File: config.mk
export PLATFORM = sky130hd
export DESIGN_NAME = elevator_car_controller_top_flat
export DESIGN_NICKNAME = d
export VERILOG_FILES = /design/src/ecc_pkg.sv /design/src/ecc_channels.sv /design/src/elevator_car_controller_top.sv /design/src/ecc_rider_store.sv /design/src/flat_wrapper.sv
export SDC_FILE = /design/constraint.sdc
export NUM_CORES = 1
export LEC_CHECK = 0
export BUFFER_PORTS_ARGS = -buffer_cell sky130_fd_sc_hd__buf_2
export CAP_MARGIN = 5
export CORE_ASPECT_RATIO = 1.1
export CORE_MARGIN = 2
export CORE_UTILIZATION = 26
export DETAILED_ROUTE_END_ITERATION = 12
export PLACE_DENSITY = 0.53
export REMOVE_ABC_BUFFERS = 1
export SYNTH_ARGS = -nofsm -noshare
export SYNTH_HDL_FRONTEND = slang
export SYNTH_SLANG_ARGS = --single-unit
File: constraint.sdc
create_clock -name clk -period 4.8 [get_ports clk]
set_clock_uncertainty 0.2 [all_clocks]
set_input_delay 0.48 -clock clk [delete_from_list [all_inputs] [get_ports clk]]
set_output_delay 0.48 -clock clk [all_outputs]
set_load 0.02 [all_outputs]
File: src/ecc_pkg.sv
// Shared types, codes and constants of the elevator car controller.
`default_nettype none
package ecc_pkg;

  localparam int CAPACITY = 9;
  localparam int CNT_W    = $clog2(CAPACITY + 1);
  localparam int IDX_W    = (CAPACITY > 1) ? $clog2(CAPACITY) : 1;

  localparam logic [7:0] STOP_TICKS     = 8'd2;
  localparam logic [7:0] TRAVEL_RESET   = 8'd5;
  localparam logic [6:0] TOP_RESET      = 7'd99;

  localparam logic [1:0] OP_TICK   = 2'd0;
  localparam logic [1:0] OP_BOARD  = 2'd1;
  localparam logic [1:0] OP_UNLOAD = 2'd2;

  localparam logic REG_TRAVEL = 1'b0;
  localparam logic REG_TOP    = 1'b1;

  typedef enum logic [1:0] {
    MODE_STOPPED  = 2'd0,
    MODE_STOPPING = 2'd1,
    MODE_UP       = 2'd2,
    MODE_DOWN     = 2'd3
  } mode_t;

  typedef enum logic [2:0] {
    S_IDLE,
    S_EXEC,
    S_COUNT,
    S_WALK,
    S_RESULT
  } state_t;

  typedef struct packed {
    logic [1:0]  opcode;
    logic        call_valid;
    logic [6:0]  call_floor;
    logic        pass_on_next;
    logic [6:0]  dest_floor;
    logic [15:0] passenger_tag;
    logic [6:0]  unload_floor;
  } in_item_t;

  typedef struct packed {
    logic [1:0]  car_mode;
    logic [1:0]  prior_mode;
    logic [6:0]  car_floor;
    logic [7:0]  time_in_mode;
    logic [3:0]  aboard;
    logic        board_accepted;
    logic        unloaded_valid;
    logic [15:0] unloaded_tag;
    logic        last;
  } out_item_t;

  typedef struct packed {
    logic             en;
    logic [IDX_W-1:0] idx;
    logic [6:0]       dest;
    logic [15:0]      tag;
  } store_wr_t;

endpackage
`default_nettype wire

File: src/ecc_channels.sv
// Valid/ready channel interfaces for input and result items.
`default_nettype none
interface ecc_in_if;
  import ecc_pkg::*;
  logic     valid;
  logic     ready;
  in_item_t data;
  modport source (output valid, output data, input ready);
  modport sink   (input valid, input data, output ready);
endinterface

interface ecc_out_if;
  import ecc_pkg::*;
  logic      valid;
  logic      ready;
  out_item_t data;
  modport source (output valid, output data, input ready);
  modport sink   (input valid, input data, output ready);
endinterface
`default_nettype wire

File: src/elevator_car_controller_top.sv
// Top level of the elevator car controller: sequencer, car state and config port.
//
//   channel   direction  handshake          payload
//   in_ch     in         valid/ready        opcode, call and boarding fields
//   out_ch    out        valid/ready        car status, unloaded tag, last
//   apb       in/out     psel/penable/pready travel_ticks, top_floor
//
// A tick, a boarding or an unknown opcode passes from acceptance through
// S_EXEC and S_RESULT back to S_IDLE, and S_RESULT waits for the result
// register to be free. An unload counts matches in S_COUNT and, when any
// riders leave, walks the store in S_WALK: one comparator on the store's read
// port scans the riders once to count matches and once to compact the store
// and emit each leaving rider. A stalled result holds the sequencer in place.
// Reset is synchronous; the rider store needs no clearing.
`default_nettype none
module elevator_car_controller_top (
  input  wire logic        clk,
  input  wire logic        rst,
  ecc_in_if.sink           in_ch,
  ecc_out_if.source        out_ch,
  input  wire logic        psel,
  input  wire logic        penable,
  input  wire logic        pwrite,
  input  wire logic [2:0]  paddr,
  input  wire logic [31:0] pwdata,
  output logic      [31:0] prdata,
  output logic             pready
);
  import ecc_pkg::*;

  state_t state, state_next;
  in_item_t item;

  logic [7:0] travel_ticks;
  logic [6:0] top_floor;

  mode_t      mode, mode_next;
  mode_t      prior, prior_next;
  logic [6:0] floor_now, floor_now_next;
  logic [7:0] mode_timer, mode_timer_next;
  logic [CNT_W-1:0] rider_count;

  logic [CNT_W-1:0] idx, keep, ngone, emitted, scan_end;
  logic acc_flag;

  logic      out_valid;
  out_item_t out_data, out_next;
  logic      out_load, slot_free;

  store_wr_t  wr;
  logic [6:0]  rd_dest, front_dest;
  logic [15:0] rd_tag;
  logic        match, room, in_fire;

  ecc_rider_store u_store (
    .clk        (clk),
    .wr         (wr),
    .rd_idx     (idx[IDX_W-1:0]),
    .rd_dest    (rd_dest),
    .rd_tag     (rd_tag),
    .front_dest (front_dest)
  );

  // The one shared comparator of the unload scans.
  assign match     = (rd_dest == item.unload_floor);
  assign room      = (rider_count < CNT_W'(CAPACITY));
  assign slot_free = !out_valid || out_ch.ready;
  assign in_fire   = in_ch.valid && in_ch.ready;

  assign in_ch.ready  = (state == S_IDLE);
  assign out_ch.valid = out_valid;
  assign out_ch.data  = out_data;

  // Configuration port.
  assign pready = 1'b1;
  always_comb begin
    unique case (paddr[2])
      REG_TRAVEL: prdata = {24'd0, travel_ticks};
      REG_TOP:    prdata = {25'd0, top_floor};
      default:    prdata = '0;
    endcase
  end

  always_ff @(posedge clk) begin
    if (rst) begin
      travel_ticks <= TRAVEL_RESET;
      top_floor    <= TOP_RESET;
    end else if (psel && penable && pwrite && pready) begin
      if (paddr[2] == REG_TOP) top_floor <= pwdata[6:0];
      else travel_ticks <= pwdata[7:0];
    end
  end

  // Mode advance for one tick.
  logic [7:0] floor_up;
  logic       up_ok;
  logic [6:0] target;
  logic       blocked;

  always_comb begin
    floor_up        = {1'b0, floor_now} + 8'd1;
    up_ok           = (floor_up <= {1'b0, top_floor});
    mode_next       = mode;
    prior_next      = prior;
    floor_now_next  = floor_now;
    mode_timer_next = mode_timer;
    target          = (rider_count == '0) ? item.call_floor : front_dest;
    blocked         = (rider_count != '0) && (front_dest > top_floor);
    if (item.call_valid || rider_count != '0) begin
      unique case (mode)
        MODE_STOPPED: begin
          if (!blocked) begin
            if (floor_now > target) begin
              mode_next       = MODE_DOWN;
              mode_timer_next = '0;
            end else if (floor_now < target) begin
              mode_next       = MODE_UP;
              mode_timer_next = '0;
            end
          end
        end
        MODE_STOPPING: begin
          if (mode_timer < STOP_TICKS) begin
            mode_timer_next = mode_timer + 8'd1;
          end else begin
            mode_next       = MODE_STOPPED;
            mode_timer_next = '0;
            if (prior == MODE_UP) begin
              if (up_ok) floor_now_next = floor_up[6:0];
            end else if (floor_now != '0) begin
              floor_now_next = floor_now - 7'd1;
            end
          end
        end
        MODE_UP: begin
          if (mode_timer < travel_ticks) begin
            mode_timer_next = mode_timer + 8'd1;
          end else if (item.pass_on_next ||
                       (rider_count != '0 && floor_up == {1'b0, front_dest})) begin
            prior_next      = MODE_UP;
            mode_next       = MODE_STOPPING;
            mode_timer_next = '0;
          end else if (up_ok) begin
            floor_now_next  = floor_up[6:0];
            mode_timer_next = '0;
          end else begin
            mode_next       = MODE_STOPPING;
            mode_timer_next = '0;
          end
        end
        MODE_DOWN: begin
          if (mode_timer < travel_ticks) begin
            mode_timer_next = mode_timer + 8'd1;
          end else if (item.pass_on_next ||
                       (rider_count != '0 && floor_now != '0 &&
                        floor_now - 7'd1 == front_dest)) begin
            prior_next      = MODE_DOWN;
            mode_next       = MODE_STOPPING;
            mode_timer_next = '0;
          end else if (floor_now != '0) begin
            floor_now_next  = floor_now - 7'd1;
            mode_timer_next = '0;
          end else begin
            mode_next       = MODE_STOPPING;
            mode_timer_next = '0;
          end
        end
        default: ;
      endcase
    end
  end

  // Sequencer next state.
  always_comb begin
    state_next = state;
    unique case (state)
      S_IDLE: begin
        if (in_fire) state_next = (in_ch.data.opcode == OP_UNLOAD) ? S_COUNT : S_EXEC;
      end
      S_EXEC:   state_next = S_RESULT;
      S_COUNT: begin
        if (idx == rider_count) state_next = (ngone == '0) ? S_RESULT : S_WALK;
      end
      S_WALK: begin
        if (idx == scan_end) state_next = S_IDLE;
      end
      S_RESULT: begin
        if (slot_free) state_next = S_IDLE;
      end
      default: state_next = S_IDLE;
    endcase
  end

  // Sequencer outputs: store writes and result loads.
  always_comb begin
    wr                      = '0;
    out_load                = 1'b0;
    out_next                = '0;
    out_next.car_mode       = mode;
    out_next.prior_mode     = prior;
    out_next.car_floor      = floor_now;
    out_next.time_in_mode   = mode_timer;
    out_next.aboard         = 4'(rider_count);
    unique case (state)
      S_EXEC: begin
        if (item.opcode == OP_BOARD && room) begin
          wr.en   = 1'b1;
          wr.idx  = rider_count[IDX_W-1:0];
          wr.dest = item.dest_floor;
          wr.tag  = item.passenger_tag;
        end
      end
      S_WALK: begin
        if (idx != scan_end) begin
          if (!match) begin
            wr.en   = 1'b1;
            wr.idx  = keep[IDX_W-1:0];
            wr.dest = rd_dest;
            wr.tag  = rd_tag;
          end else if (slot_free) begin
            out_load                = 1'b1;
            out_next.unloaded_valid = 1'b1;
            out_next.unloaded_tag   = rd_tag;
            out_next.last           = (emitted + CNT_W'(1) == ngone);
          end
        end
      end
      S_RESULT: begin
        if (slot_free) begin
          out_load                = 1'b1;
          out_next.board_accepted = acc_flag;
          out_next.last           = 1'b1;
        end
      end
      default: ;
    endcase
  end

  // Control and car state registers.
  always_ff @(posedge clk) begin
    if (rst) begin
      state       <= S_IDLE;
      mode        <= MODE_STOPPED;
      prior       <= MODE_STOPPED;
      floor_now   <= '0;
      mode_timer  <= '0;
      rider_count <= '0;
      out_valid   <= 1'b0;
    end else begin
      state <= state_next;
      if (out_load) out_valid <= 1'b1;
      else if (out_ch.ready) out_valid <= 1'b0;
      unique case (state)
        S_EXEC: begin
          if (item.opcode == OP_TICK) begin
            mode       <= mode_next;
            prior      <= prior_next;
            floor_now  <= floor_now_next;
            mode_timer <= mode_timer_next;
          end
          if (item.opcode == OP_BOARD && room) rider_count <= rider_count + CNT_W'(1);
        end
        S_COUNT: begin
          // The final count is shown on every result of the unload.
          if (idx == rider_count) rider_count <= rider_count - ngone;
        end
        default: ;
      endcase
    end
  end

  // Scan counters, captured item and result register.
  always_ff @(posedge clk) begin
    if (out_load) out_data <= out_next;
    unique case (state)
      S_IDLE: begin
        if (in_fire) begin
          item     <= in_ch.data;
          idx      <= '0;
          ngone    <= '0;
          acc_flag <= 1'b0;
        end
      end
      S_EXEC: begin
        if (item.opcode == OP_BOARD && room) acc_flag <= 1'b1;
      end
      S_COUNT: begin
        if (idx != rider_count) begin
          if (match) ngone <= ngone + CNT_W'(1);
          idx <= idx + CNT_W'(1);
        end else begin
          scan_end <= rider_count;
          idx      <= '0;
          keep     <= '0;
          emitted  <= '0;
        end
      end
      S_WALK: begin
        if (idx != scan_end) begin
          if (!match) begin
            keep <= keep + CNT_W'(1);
            idx  <= idx + CNT_W'(1);
          end else if (slot_free) begin
            emitted <= emitted + CNT_W'(1);
            idx     <= idx + CNT_W'(1);
          end
        end
      end
      default: ;
    endcase
  end

endmodule
`default_nettype wire

File: src/ecc_rider_store.sv
// Ordered store of boarded riders: one write port, one indexed read, front entry.
`default_nettype none
module ecc_rider_store (
  input  wire logic                    clk,
  input  wire ecc_pkg::store_wr_t      wr,
  input  wire logic [ecc_pkg::IDX_W-1:0] rd_idx,
  output logic [6:0]                   rd_dest,
  output logic [15:0]                  rd_tag,
  output logic [6:0]                   front_dest
);
  import ecc_pkg::*;

  logic [6:0]  dest_mem [CAPACITY];
  logic [15:0] tag_mem  [CAPACITY];

  always_ff @(posedge clk) begin
    if (wr.en) begin
      dest_mem[wr.idx] <= wr.dest;
      tag_mem[wr.idx]  <= wr.tag;
    end
  end

  // An index past the last entry reads as zero rather than off the array.
  always_comb begin
    if (32'(rd_idx) < CAPACITY) begin
      rd_dest = dest_mem[rd_idx];
      rd_tag  = tag_mem[rd_idx];
    end else begin
      rd_dest = '0;
      rd_tag  = '0;
    end
  end

  assign front_dest = dest_mem[0];

endmodule
`default_nettype wire

File: src/flat_wrapper.sv
// flat-port wrapper written by rule: the top's interface ports become plain ports
module elevator_car_controller_top_flat import ecc_pkg::*;
  (clk, rst, psel, penable, pwrite, paddr, pwdata, prdata, pready, in_ch_valid, in_ch_data, in_ch_ready, out_ch_valid, out_ch_data, out_ch_ready);
  ecc_in_if in_ch_i ();
  ecc_out_if out_ch_i ();
  input  wire logic clk;
  input  wire logic rst;
  input  wire logic psel;
  input  wire logic penable;
  input  wire logic pwrite;
  input  wire logic [2:0] paddr;
  input  wire logic [31:0] pwdata;
  output logic      [31:0] prdata;
  output logic pready;
  input wire logic [$bits(in_ch_i.valid)-1:0] in_ch_valid;
  input wire logic [$bits(in_ch_i.data)-1:0] in_ch_data;
  output wire logic [$bits(in_ch_i.ready)-1:0] in_ch_ready;
  output wire logic [$bits(out_ch_i.valid)-1:0] out_ch_valid;
  output wire logic [$bits(out_ch_i.data)-1:0] out_ch_data;
  input wire logic [$bits(out_ch_i.ready)-1:0] out_ch_ready;
  assign in_ch_i.valid = in_ch_valid;
  assign in_ch_i.data = in_ch_data;
  assign in_ch_ready = in_ch_i.ready;
  assign out_ch_valid = out_ch_i.valid;
  assign out_ch_data = out_ch_i.data;
  assign out_ch_i.ready = out_ch_ready;
  elevator_car_controller_top u_core (.clk(clk), .rst(rst), .in_ch(in_ch_i), .out_ch(out_ch_i), .psel(psel), .penable(penable), .pwrite(pwrite), .paddr(paddr), .pwdata(pwdata), .prdata(prdata), .pready(pready));
endmodule
**After elaboration in Yosys (flattened, before gate mapping)**

Memory sizes are Yosys's and may differ from the RTL's. A register that Yosys moved wholly into a read port is not among the register bits.
Cells that the tools add are included.

- Output and inout bits: 77
- RAM bits: 207
- Bits in latches: 0
- Input bits: 83
- Logic and storage cells: 224
- Memories kept: 2
- Register bits: 146
- Bits in read-only memories: 0

Memories:

| name | words | width | read ports | clocked after Yosys merged registers in | wr ports | RTL line | source |
|---|---|---|---|---|---|---|---|
| u_core.u_store.tag_mem | 9 | 16 | 1 | 1 | 1 | ecc_rider_store.sv:14 | `logic [15:0] tag_mem [CAPACITY];` |
| u_core.u_store.dest_mem | 9 | 7 | 2 | 1 | 1 | ecc_rider_store.sv:13 | `logic [6:0] dest_mem [CAPACITY];` |

- Order comparisons: 8
- Reduce and logical (&&, ||, !) cells: 47
- Multiply operators: 0
- Divide/modulo/power cells: 0
- Bitwise operators: 2
- Mux-type cells: 83
- Shift operators: 0
- $add $sub $neg: 9
- Eq/ne operators: 42

Operators with widths:

| cell | count |
|---|---|
| 2-to-1 mux 28 bit | 3 |
| 2-to-1 mux 7 bit | 10 |
| 2-to-1 mux 4 bit | 17 |
| case mux 32 bit (2 select lines) | 1 |
| case mux 28 bit (2 select lines) | 1 |
| 2-to-1 mux 8 bit | 5 |
| case mux 4 bit (2 select lines) | 4 |
| 2-to-1 mux 2 bit | 15 |
| case mux 8 bit (3 select lines) | 1 |
| inequality test 2 x 1 -> 1 bit (second input constant) | 11 |
| case mux 7 bit (3 select lines) | 1 |
| adder 4 x 1 -> 4 bit (second input constant) | 5 |
| AND reduction 4 bit | 5 |
| 2-to-1 mux 18 bit | 1 |
| inequality test 2 bit (second input constant) | 9 |
| 2-to-1 mux 16 bit | 1 |
| 2-to-1 mux 3 bit | 5 |
| case mux 3 bit (5 select lines) | 1 |
| equality test 7 bit | 2 |
| > comparator 7 bit | 2 |
| equality test 4 bit | 3 |
| case mux 4 bit (3 select lines) | 1 |
| nonzero test 2 bit | 6 |
| 2-to-1 mux 1 bit | 11 |
| other kinds (39) | 70 |

**Depth between registers and ports, before layout**

Gate-level depths: netlist of the first run.

- Word-level depth: 8
- Mapped depth: 14
- Gate-level depth less buffers: 12

**Cells and area by module**

Synthesis of the first run repeated with hierarchy kept, for this count alone.

- Cell total of the unflattened synthesis: 1148
- Area, all modules: 16026.6 sq um

By module, submodules not included:

| module | cells an instance | seq. area each (sq um) | area each (sq um) | times used |
|---|---|---|---|---|
| ecc_rider_store | 427 | 6216.0 | 8134.1 | 1 |
| elevator_car_controller_top | 721 | 3963.8 | 7892.6 | 1 |

**Worst setup path after synthesis of the first run**

No wires, ideal clock.

- Kind: flip-flop to flip-flop
- Start point: register u_core.idx[0]
- End point: memory u_core.u_store.dest_mem[8][0] (enable)
- Required time: 4158 ps
- Setup slack: 61 ps
- Setup time: 442 ps
- Cell stages (with the launch flop): 11
- Path buffers: 0
- Clock period less this slack: 4739 ps
- Arrival: 4097 ps
- Cell sequence: edfxtp_1 inv_1 ha_1 nor2b_1 nor2_1 nor4b_1 a2111oi_4 nand4_2 o21ai_2 o21ai_1 a221oi_1

- Longest elaborated chain between the ends: 8
- Elaborated cells on any way between the ends: 9
- Classes of those cells: 1 x order compare; 2 x eq/ne; 6 x mux

Ends and longest elaborated chain:

| what | RTL line | source |
|---|---|---|
| from (decl) | elevator_car_controller_top.sv:43 | `logic [CNT_W-1:0] idx, keep, ngone, emitted, scan_end;` |
| from (signal assigned) | elevator_car_controller_top.sv:290 | `idx <= idx + CNT_W'(1);` |
| from (signal assigned) | elevator_car_controller_top.sv:302 | `idx <= idx + CNT_W'(1);` |
| from (signal assigned) | elevator_car_controller_top.sv:305 | `idx <= idx + CNT_W'(1);` |
| less-than comparator 4 bit | ecc_rider_store.sv:25 | `if (32'(rd_idx) < CAPACITY) begin` |
| 2-to-1 mux 7 bit | ecc_rider_store.sv:25 |  |
| equality test 7 bit | elevator_car_controller_top.sv:65 | `assign match = (rd_dest == item.unload_floor);` |
| 2-to-1 mux 28 bit | elevator_car_controller_top.sv:215 | `if (!match) begin` |
| 2-to-1 mux 28 bit * | elevator_car_controller_top.sv:214 | `if (idx != scan_end) begin` |
| case mux 28 bit (2 select lines) * | elevator_car_controller_top.sv:204 | `unique case (state)` |
| 2-to-1 mux 1 bit | ecc_rider_store.sv:17 | `if (wr.en) begin` |
| 2-to-1 mux 1 bit (not written as such) | ecc_rider_store.sv:18 | `dest_mem[wr.idx] <= wr.dest;` |
| to (decl) | ecc_rider_store.sv:13 |  |

Mark *: on every way between the ends. The rest lies on a longest branch, timed or not.

**Worst setup path in the final report of the first run**

- Start point: register u_core.idx[0]
- End point: memory u_core.u_store.tag_mem[2][0] (enable)

- Longest elaborated chain between the ends: 8
- Elaborated cells on any way between the ends: 9
- Classes of those cells: 1 x order compare; 2 x eq/ne; 6 x mux

Ends and longest elaborated chain:

| what | RTL line | source |
|---|---|---|
| less-than comparator 4 bit | ecc_rider_store.sv:25 |  |
| 2-to-1 mux 7 bit | ecc_rider_store.sv:25 |  |
| equality test 7 bit | elevator_car_controller_top.sv:65 |  |
| 2-to-1 mux 28 bit | elevator_car_controller_top.sv:215 |  |
| 2-to-1 mux 28 bit * | elevator_car_controller_top.sv:214 |  |
| case mux 28 bit (2 select lines) * | elevator_car_controller_top.sv:204 |  |
| 2-to-1 mux 1 bit | ecc_rider_store.sv:17 |  |
| 2-to-1 mux 1 bit (not written as such) | ecc_rider_store.sv:19 | `tag_mem[wr.idx] <= wr.tag;` |
| to (decl) | ecc_rider_store.sv:14 |  |

Marks and branches as above.

==> flow_summary.toml, run 1 <==
[routing]
avgRoutedWirePerCell_um = 18.5
vias_per_cell = 4.61
postRouteWirelength_mm = 40.3
dr.pass1.iters = 7
ant_nets = 0
drtIter0Drc = 748
vias = 10039
post-route-drc-count = 0

[place]
io_buffers = 108
placed_area_um2 = 17700
hpwl_mm = 26.1
place.gp.congestion = 0.850
pre_cts_ws_ps = 557

[flow_run]
maxCapViolations = 0

[yosys]
synth_area_leaders = "edfxtp_1 (58%), dfxtp_1 (5.7%), mux4_2 (5.2%)"
synthesis.area_um2 = 16100
synth_cell_types = 93
synth_edf_count = 311
synth-async-reset-ratio_pct = 0
syn_inst = 1149
ys_ff_latch = 357
synth.yosys.seq_area_share_pct = 63.6
avgSynthCellArea_um2 = 14.0
yosys.area.top_type = "edfxtp_1"
synthFlopType = "edfxtp_1"
yosys_warnings = 0
synth_top_area_share_pct = 57.9

[setup_path]
worstRegToRegCells = 12
cpPeakStageDelay_ps = 510
reg2reg_from = "u_core.idx[0]"
worst-path-buf-inv = 3
required_ps = 4900
rr_endpoint = "u_core.u_store.tag_mem[2][0]"
path_class = "flip-flop to flip-flop"
crit_path_start_kind = "flip-flop"
cp_cell_sequence = "inv_1, ha_1, nor2b_1, nor2_1, nor4b_1, a2111oi_4, nand4_2, o21ai_2, buf_4, a2bb2oi_2, nor2_4, buf_12"
crit_path_end_kind = "flip-flop"
cp_max_fo = 15
arrival_ps = 4460
r2r_slack_ps = 430
path_delay_family = "simple AND/OR/NAND/NOR gates"
slowest_stage = "nor2_1"

[sta]
finalCritPeriodShare_pct = 91.0
slew_violations = 0
slew_headroom_pct = 20.2
finalHoldViolCount = 0
setup_slack_ps = 434
rsz0062_at_grt = "false"
setup_viol = 0
fin_crit_ps = 4370
tightest_slew_ps = 1190
clock.fmax_ghz = 0.229
setup_tns_ps = 0

[power_and_ir_drop]
max-vdd-ir-drop_uv = 257
p_per_area_nw_per_um2 = 498
power_mw = 9.71
power_leakage_nw = 6.86

[global_route]
grt_overflow = 0
grt_usage_pct = 12.4
first_global_vias = 10228
antenna_found_initial = 0
grt_max_degree = 42
grt_first_pass_wirelength_mm = 61.9

[final_layout]
nNetsFinal = 1449
n_antenna_cell = 0
drive_gt1_share_pct = 21.1
fin_area_um2 = 19500
syn_to_final_growth_pct = 20.9
fin_util_pct = 31.9

[floorplan]
core_area_um2 = 61200
die_area_um2 = 64100
placementRows = 95
dieHeight_um = 265
boundaryPins = 160
die_w_um = 242
start_util_pct = 26.4

[cts]
cts_setup_buffers = 0
numCtsBuffers = 37
clk_latency_ps = 550
clk_path_buf_depth = 3
clockRootBuffer = "clkbuf_16"
clkSinkCount = 357
h-tree-depth = 2
cts.clk_slew.worst_paths_ps = 60
cts_tree = "done"

[status]
status = "finished clean"

[hold_path]
holdCritPathClass = "input pin to flip-flop"
worstHoldEndpoint = "u_core.top_floor[0]"
hp-start = "pwrite"
hold_depth = 4
==> where the power goes <==
part | total [mW] | leakage, nW | internal [mW] | switching (mW)
logic | 2.55 | 2.97 | 1.00 | 1.55
clock network | 3.08 | 0.635 | 1.86 | 1.23
registers | 4.09 | 3.25 | 3.82 | 0.270
total | 9.71 | 6.86 | 6.67 | 3.04
==> layout make-up <==
type	count	area [um2]
Sequential cell	357	10300
Clock inverter	23	315
Multi-Input combinational cell	697	5450
Inverter	43	161
Clock buffer	44	983
Timing Repair Buffer	188	1300
Fill cell	6055	41700
Tap cell	824	1030
==> flip-flops by register name, summed over array words and instances (netlist names), 3 cells and up, named ones only <==
| name | cells |
|---|---|
| u_core.floor_now | 7 |
| u_core.u_store.tag_mem | 144 |
| u_core.out_ch.data | 42 |
| u_core.item | 41 |
| u_core.state | 3 |
| u_core.ngone | 4 |
| u_core.u_store.dest_mem | 63 |
| u_core.mode_timer | 8 |
| u_core.keep | 4 |
| u_core.travel_ticks | 8 |
| u_core.top_floor | 7 |
| u_core.idx | 4 |
| u_core.emitted | 4 |
| u_core.scan_end | 4 |
| u_core.rider_count | 4 |
==> placed cells by master (no fill, tap or decap), types with 9 or more instances in the layout <==
cell type        n
edfxtp_1       311
buf_2          108
nor2_1          92
nand2_1         87
dlygate4sd3_1   49
mux2i_1         46
dfxtp_1         44
o21ai_0         42
inv_1           41
ha_1            41
clkbuf_16       38
mux4_2          37
xnor2_1         29
buf_4           28
conb_1          25
nand3_1         22
a21oi_1         20
xor2_1          19
o211ai_1        17
nand2b_1        14
mux2_2          13
nor2b_1         12
nor4_1          12
o22ai_1          9
nand4_1          9
==> Yosys cell counts (5+ instances only) <==
library cell	number
a22o_1	5
buf_1	5
buf_2	19
a211o_1	6
a21oi_1	20
o22ai_1	9
nand3_1	22
xnor2_1	29
clkbuf_1	20
nor3_1	8
nor2b_1	12
mux4_2	37
o21ai_0	42
buf_4	26
and2_1	6
o211ai_1	17
a211oi_1	6
ha_1	41
o41ai_1	5
nand4_1	9
nand2_1	88
dfxtp_1	46
inv_1	42
and3_1	5
nand2b_1	14
o21a_1	6
nor4_1	12
edfxtp_1	311
mux2_2	13
xor2_1	19
mux2i_1	46
nor2_1	100
==> layer usage <==
layer	global-route usage [%]	vias to the layer above	routed length (um)
li1	-	4673	-
met1	17.6	4992	19000
met2	19.9	316	18500
met3	1.98	58	1980
met4	3.21	0	782
met5	0	-	0
==> through the flow <==
| step | instances | hold WS (ps) |
|---|---|---|
| after floorplan | 1097 | 230 |
| after global placement | 2060 | 250 |
| after detailed placement | 2060 | 247 |
| after CTS | 2176 | 182 |
| after global routing | 2176 | 247 |
| final | 2176 | 196 |
==> cells by family after synthesis <==
kind of cell / Yosys count / synth area share (%)
compound gates: 176 / 8.26
buf+inv: 118 / 3.69
simple gates: 307 / 9.23
flops: 357 / 63.6
mux: 97 / 8.99
xor+xnor: 50 / 2.90
other cells: 2 / 0.0465
fa+ha+maj: 42 / 3.30
==> repair_timing <==
item / 4_1_cts / 5_1_grt
gates resized for setup: 0 / 0
hold buffers: 49 / 0
endpoints found under the hold margin: 54 / 0
==> how the worst max path moves through the flow <==
stage | to | slack [ps] | cells past startpoint | from
after floorplan | u_core.u_store.dest_mem[8][0] | -2030 | 8 | flip-flop
after global placement | u_core.u_store.tag_mem[1][0] | 570 | 12 | u_core.idx[0]
after detailed placement | u_core.u_store.tag_mem[2][0] | 560 | 12 | u_core.idx[0]
after CTS | u_core.u_store.dest_mem[0][4] | 540 | 9 | u_core.idx[0]
after global routing | u_core.u_store.tag_mem[2][0] | 180 | 12 | u_core.idx[0]
final | u_core.u_store.tag_mem[2][0] | 430 | 12 | u_core.idx[0]
==> worst register-to-register path, delay by kind of cell, from the launching register on <==
family          cells  cell delay [ps]
compound gates      3             1240
flops               1              490
fa+ha+maj           1              230
buf+inv             3              630
simple gates        5             1340
(Power assumes the default switching activity.)
==> run 2: changes to the inputs <==
RECOVER_POWER = 25   (was unset)
==> run 2 against run 1 <==
  * The run now ends with max-capacitance violations, max-slew violations left
  * Final cell count unchanged
  * Critical path depth stayed put
  * Sequential cell count stayed put
  * Setup slack better by 15 ps
  * Via count down 0.13%
  * First-iteration DRC count shrank 5.1%
  * Register-to-register slack better by 20 ps
  * Sequential share of layout area grew 0.23 points
  * Die area unchanged
  * Clock power about the same
  * Utilization decreased by 0.14 points
  * Critical endpoint unchanged
  * Largest cell class unchanged
  * Largest power group unchanged
==> flow_summary.toml, run 2 (same netlist as run 1, synthesis figures left out) <==
[final_layout]
largest-register = "u_core.u_store.tag_mem"
n_antenna_cell = 0
fin_util_pct = 31.7
layout_common_cells = "edfxtp_1 (311), nor2_1 (92), nand2_1 (87)"
fin_area_um2 = 19400
syn_to_final_growth_pct = 20.4
multi_input_area_um2 = 5450
regArea_um2 = 10300
nNetsFinal = 1449
fillers = 6086
layout_commonest_cell = "edfxtp_1"
drive_gt1_share_pct = 15.9
largest_reg_flops = 144

[power_and_ir_drop]
power_leakage_nw = 6.67
max-vdd-ir-drop_uv = 255
p_per_area_nw_per_um2 = 499

[sta]
setup_viol = 0
rsz0062_at_grt = "false"
tightest_slew_ps = 1870
fin_crit_ps = 4350
slew_headroom_pct = -25.0
finalCritPeriodShare_pct = 90.6
slew_violations = 42
setup_slack_ps = 450
clock.fmax_ghz = 0.230
finalHoldViolCount = 0

[setup_path]
path_delay_family = "simple AND/OR/NAND/NOR gates"
r2r_slack_ps = 450
cp-endpoint = "u_core.u_store.tag_mem[2][0]"
crit_path_end_kind = "flip-flop"
critPathLaunch = "u_core.idx[0]"
crit_path_start_kind = "flip-flop"
cp.depth = 12
cpPeakStageDelay_ps = 510
cp_cell_sequence = "inv_1, ha_1, nor2b_1, nor2_1, nor4b_1, a2111oi_4, nand4_2, o21ai_2, buf_4, a2bb2oi_2, nor2_4, buf_12"
reg2reg_from = "u_core.idx[0]"
slowest_stage = "nor2_1"
rr_endpoint = "u_core.u_store.tag_mem[2][0]"
worst-path-buf-inv = 3
path_class = "flip-flop to flip-flop"
worstRegToRegCells = 12
arrival_ps = 4450
cp_max_fo = 15
required_ps = 4900

[floorplan]
placementRows = 95
boundaryPins = 160
die_area_um2 = 64100
core_area_um2 = 61200
start_util_pct = 26.4
die_w_um = 242
dieHeight_um = 265

[hold_path]
holdCritPathClass = "input pin to flip-flop"

[place]
hpwl_mm = 26.1
place.gp.congestion = 0.850
placed_area_um2 = 17700
io_buffers = 108
pre_cts_ws_ps = 557

[cts]
clk_path_buf_depth = 3
cts_tree = "done"
clkSinkCount = 357
h-tree-depth = 2
clockRootBuffer = "clkbuf_16"
cts.clk_slew.worst_paths_ps = 60
numCtsBuffers = 37
cts_resized = 0
clk_latency_ps = 550

[global_route]
grt_max_degree = 42
grt_usage_pct = 12.4
first_global_vias = 10228
grt_overflow = 0
grt_first_pass_wirelength_mm = 61.9
antenna_found_initial = 0

[routing]
vias_per_cell = 4.61
dr.pass1.iters = 7
avgRoutedWirePerCell_um = 18.5
vias = 10026
postRouteWirelength_mm = 40.2
post-route-drc-count = 0
ant_nets = 0
drtIter0Drc = 710

[status]
status = "finished with violations"
violations = "max-capacitance violations, max-slew violations"

[flow_run]
maxCapViolations = 1
run 2: cell types whose count changed in the layout (fill, tap and decap cells not counted), sizes merged:
cell    previous run  this run
buf              139        70
clkbuf            44       113
run 2: routing by layer:
metal  vias to the layer above  GRT usage [%]  wire length, um
met1                      4958           17.6            18700
met3                        58           1.98             2120
met4                         0           3.21              779
li1                       4680              -                -
met5                         -              0                0
met2                       330           19.9            18500
run 2: power breakdown:
| part | switching, mW | internal [mW] |
|---|---|---|
| logic | 1.54 | 0.982 |
| registers | 0.271 | 3.82 |
| clock network | 1.22 | 1.86 |
run 2: timing repair:
action                    CTS  global route
setup buffers               0             0
hold endpoints to repair   54             0
hold buffers               49             0
run 2: metrics by stage:
step	hold slack (ps)	instances	total power, mW	TNS [ps]
2_1_floorplan	230	1097	5.83	-345160
5_1_grt	248	2176	10.2	0
3_5_place_dp	247	2060	6.68	0
4_1_cts	182	2176	9.82	0
6_report	198	2176	9.69	0
3_3_place_gp	250	2060	6.64	0
run 2: layout make-up:
class | count | area share [%]
Multi-Input combinational cell | 697 | 28.1
Clock buffer | 44 | 5.06
Inverter | 43 | 0.831
Clock inverter | 23 | 1.62
Timing Repair Buffer | 188 | 6.25
Sequential cell | 357 | 52.8
Tap cell | 824 | 5.31
run 2: tightest hold or removal path, delay by kind of cell:
family	cells	cell delay, ps
buffers and inverters	1	100
AND/OR/NAND/NOR	3	310
run 2: how the worst min path moves through the flow:
stage                                         to  slack (ps)             from  cells after the start
after floorplan                  u_core.prior[1]         230  u_core.prior[1]                      2
after global placement    u_core.out_ch.data[38]         250  u_core.prior[0]                      0
after detailed placement  u_core.out_ch.data[38]         250  u_core.prior[0]                      0
after CTS                    u_core.top_floor[0]         180           pwrite                      4
after global routing         u_core.top_floor[0]         250           pwrite                      4
final                        u_core.top_floor[0]         200           pwrite                      4
==> run 3: changes to the inputs <==
CORE_UTILIZATION = 35   (was 26)
PLACE_DENSITY = 0.64   (was 0.53)
==> run 3 against run 2 <==
  * The run still ends with max-capacitance violations, max-slew violations left
  * Register-to-register slack gained 90 ps
  * Count of clock-buffer cells in the layout grew 5
  * Utilization grew 9.9 points
  * Clock power shrank 12%
  * Sequential share of layout area grew 1.3 points
  * Die area shrank 25%
  * Combinational power is essentially flat
  * Critical path type unchanged
  * Largest power group unchanged
==> flow_summary.toml, run 3 (same netlist as run 1, synthesis figures left out) <==
[status]
status = "finished with violations"
violations = "max-capacitance violations, max-slew violations"

[sta]
holdWs_ps = 178
slew_violations = 42
tightest_slew_ps = 1890
setup_tns_ps = 0
finalHoldViolCount = 0
slew_headroom_pct = -25.9
clock.fmax_ghz = 0.235
setup_viol = 0
rsz0062_at_grt = "false"
fin_crit_ps = 4260
finalCritPeriodShare_pct = 88.7

[power_and_ir_drop]
max-vdd-ir-drop_uv = 342
power_mw = 9.32
p_per_area_nw_per_um2 = 491
power_leakage_nw = 6.60

[routing]
vias_per_cell = 5.22
post-route-drc-count = 0
ant_nets = 0
postRouteWirelength_mm = 38.0
drtIter0Drc = 685
avgRoutedWirePerCell_um = 19.6
dr.pass1.iters = 7
vias = 10140

[setup_path]
arrival_ps = 4310
reg2reg_from = "u_core.idx[1]"
critPathLaunch = "u_core.idx[1]"
path_class = "flip-flop to flip-flop"
crit_path_start_kind = "flip-flop"
cp_max_fo = 18
crit_path_end_kind = "flip-flop"
required_ps = 4850

[cts]
clkSinkCount = 357
cts_tree = "done"
h-tree-depth = 2
clk_path_buf_depth = 3
numCtsBuffers = 38
cts_resized = 0
clockRootBuffer = "clkbuf_16"
cts.clk_slew.worst_paths_ps = 50
cts_setup_buffers = 0
clk_latency_ps = 550
postCtsHoldBufs = 49

[global_route]
grt_max_degree = 42
first_global_vias = 10005
antenna_found_initial = 0
grt_usage_pct = 15.8
grt_overflow = 0
grt_first_pass_wirelength_mm = 58.3

[floorplan]
boundaryPins = 160
placementRows = 82
dieHeight_um = 229
die_area_um2 = 47800
die_w_um = 209
core_area_um2 = 45600
start_util_pct = 35.4

[hold_path]
hp-start = "pwrite"
holdCritPathClass = "input pin to flip-flop"

[final_layout]
largest_reg_flops = 144
syn_to_final_growth_pct = 17.5
final_cells = 1942
drive_gt1_share_pct = 15.7
layout_common_cells = "edfxtp_1 (311), nor2_1 (92), nand2_1 (87)"
fillers = 4182
fin_area_um2 = 19000
nNetsFinal = 1453
largest-register = "u_core.u_store.tag_mem"
layout_commonest_cell = "edfxtp_1"
n_antenna_cell = 0

[place]
dp.cells = 1827
place.gp.congestion = 0.876
placed_area_um2 = 17400
hpwl_mm = 24.5
io_buffers = 108

[flow_run]
maxCapViolations = 1
[run 3: cell types whose count changed in the layout (fill, tap and decap cells not counted), moves of 2 or more]
cell / delta
bufinv_16: -6
buf_4: +3
clkbuf_1: +2
buf_2: +3
[run 3: power breakdown]
| part | internal [mW] | leakage, nW | switching (mW) |
|---|---|---|---|
| Sequential | 3.82 | 3.25 | 0.288 |
| Combinational | 0.997 | 2.79 | 1.50 |
| Clock | 1.53 | 0.554 | 1.18 |
[run 3: path summary, 6_finish.rpt]
check,to,slack (ps),depth (start not counted)
setup / recovery,u_core.u_store.dest_mem[4][6],540,12
hold / removal,u_core.top_floor[0],180,4
setup reg to reg,u_core.u_store.dest_mem[4][6],540,12
hold reg to reg,u_core.out_ch.data[39],270,0
[run 3: area by class of cell]
class / instances / area [um2] / area share, %
multi-input cells: 697 / 5450 / 28.7
flip-flops and latches: 357 / 10300 / 54.1
well taps: 588 / 736 / 3.88
clock buffers: 49 / 1000 / 5.28
repair buffers: 191 / 1230 / 6.46
clock inverters: 17 / 134 / 0.706
inverters: 43 / 161 / 0.851
[run 3: through the flow]
stage	setup slack, ps	utilization, %
6_report	543	41.6
5_1_grt	212	41.6
4_1_cts	491	41.8
3_5_place_dp	535	38.3
3_3_place_gp	499	38.3
2_1_floorplan	-2030	-
[run 3: worst max-delay path, cell delays in order, from the launching register on]
cell and delay [ps]:
edfxtp_1 470, inv_1 80, ha_1 200, nor2b_1 140, buf_4 170, nor2_1 420, nor4b_1 180, a2111oi_4 410
and4_1 350, a21oi_2 90, a32oi_1 670, nor2_2 240, buf_4 320
[run 3: metal layers]
metal	global-route usage [%]	up-vias	routed length [um]
met1	21.8	5038	17100
met2	25.1	365	17500
met5	0	-	0
li1	-	4679	-
met3	2.80	58	2380
met4	5.38	0	1020
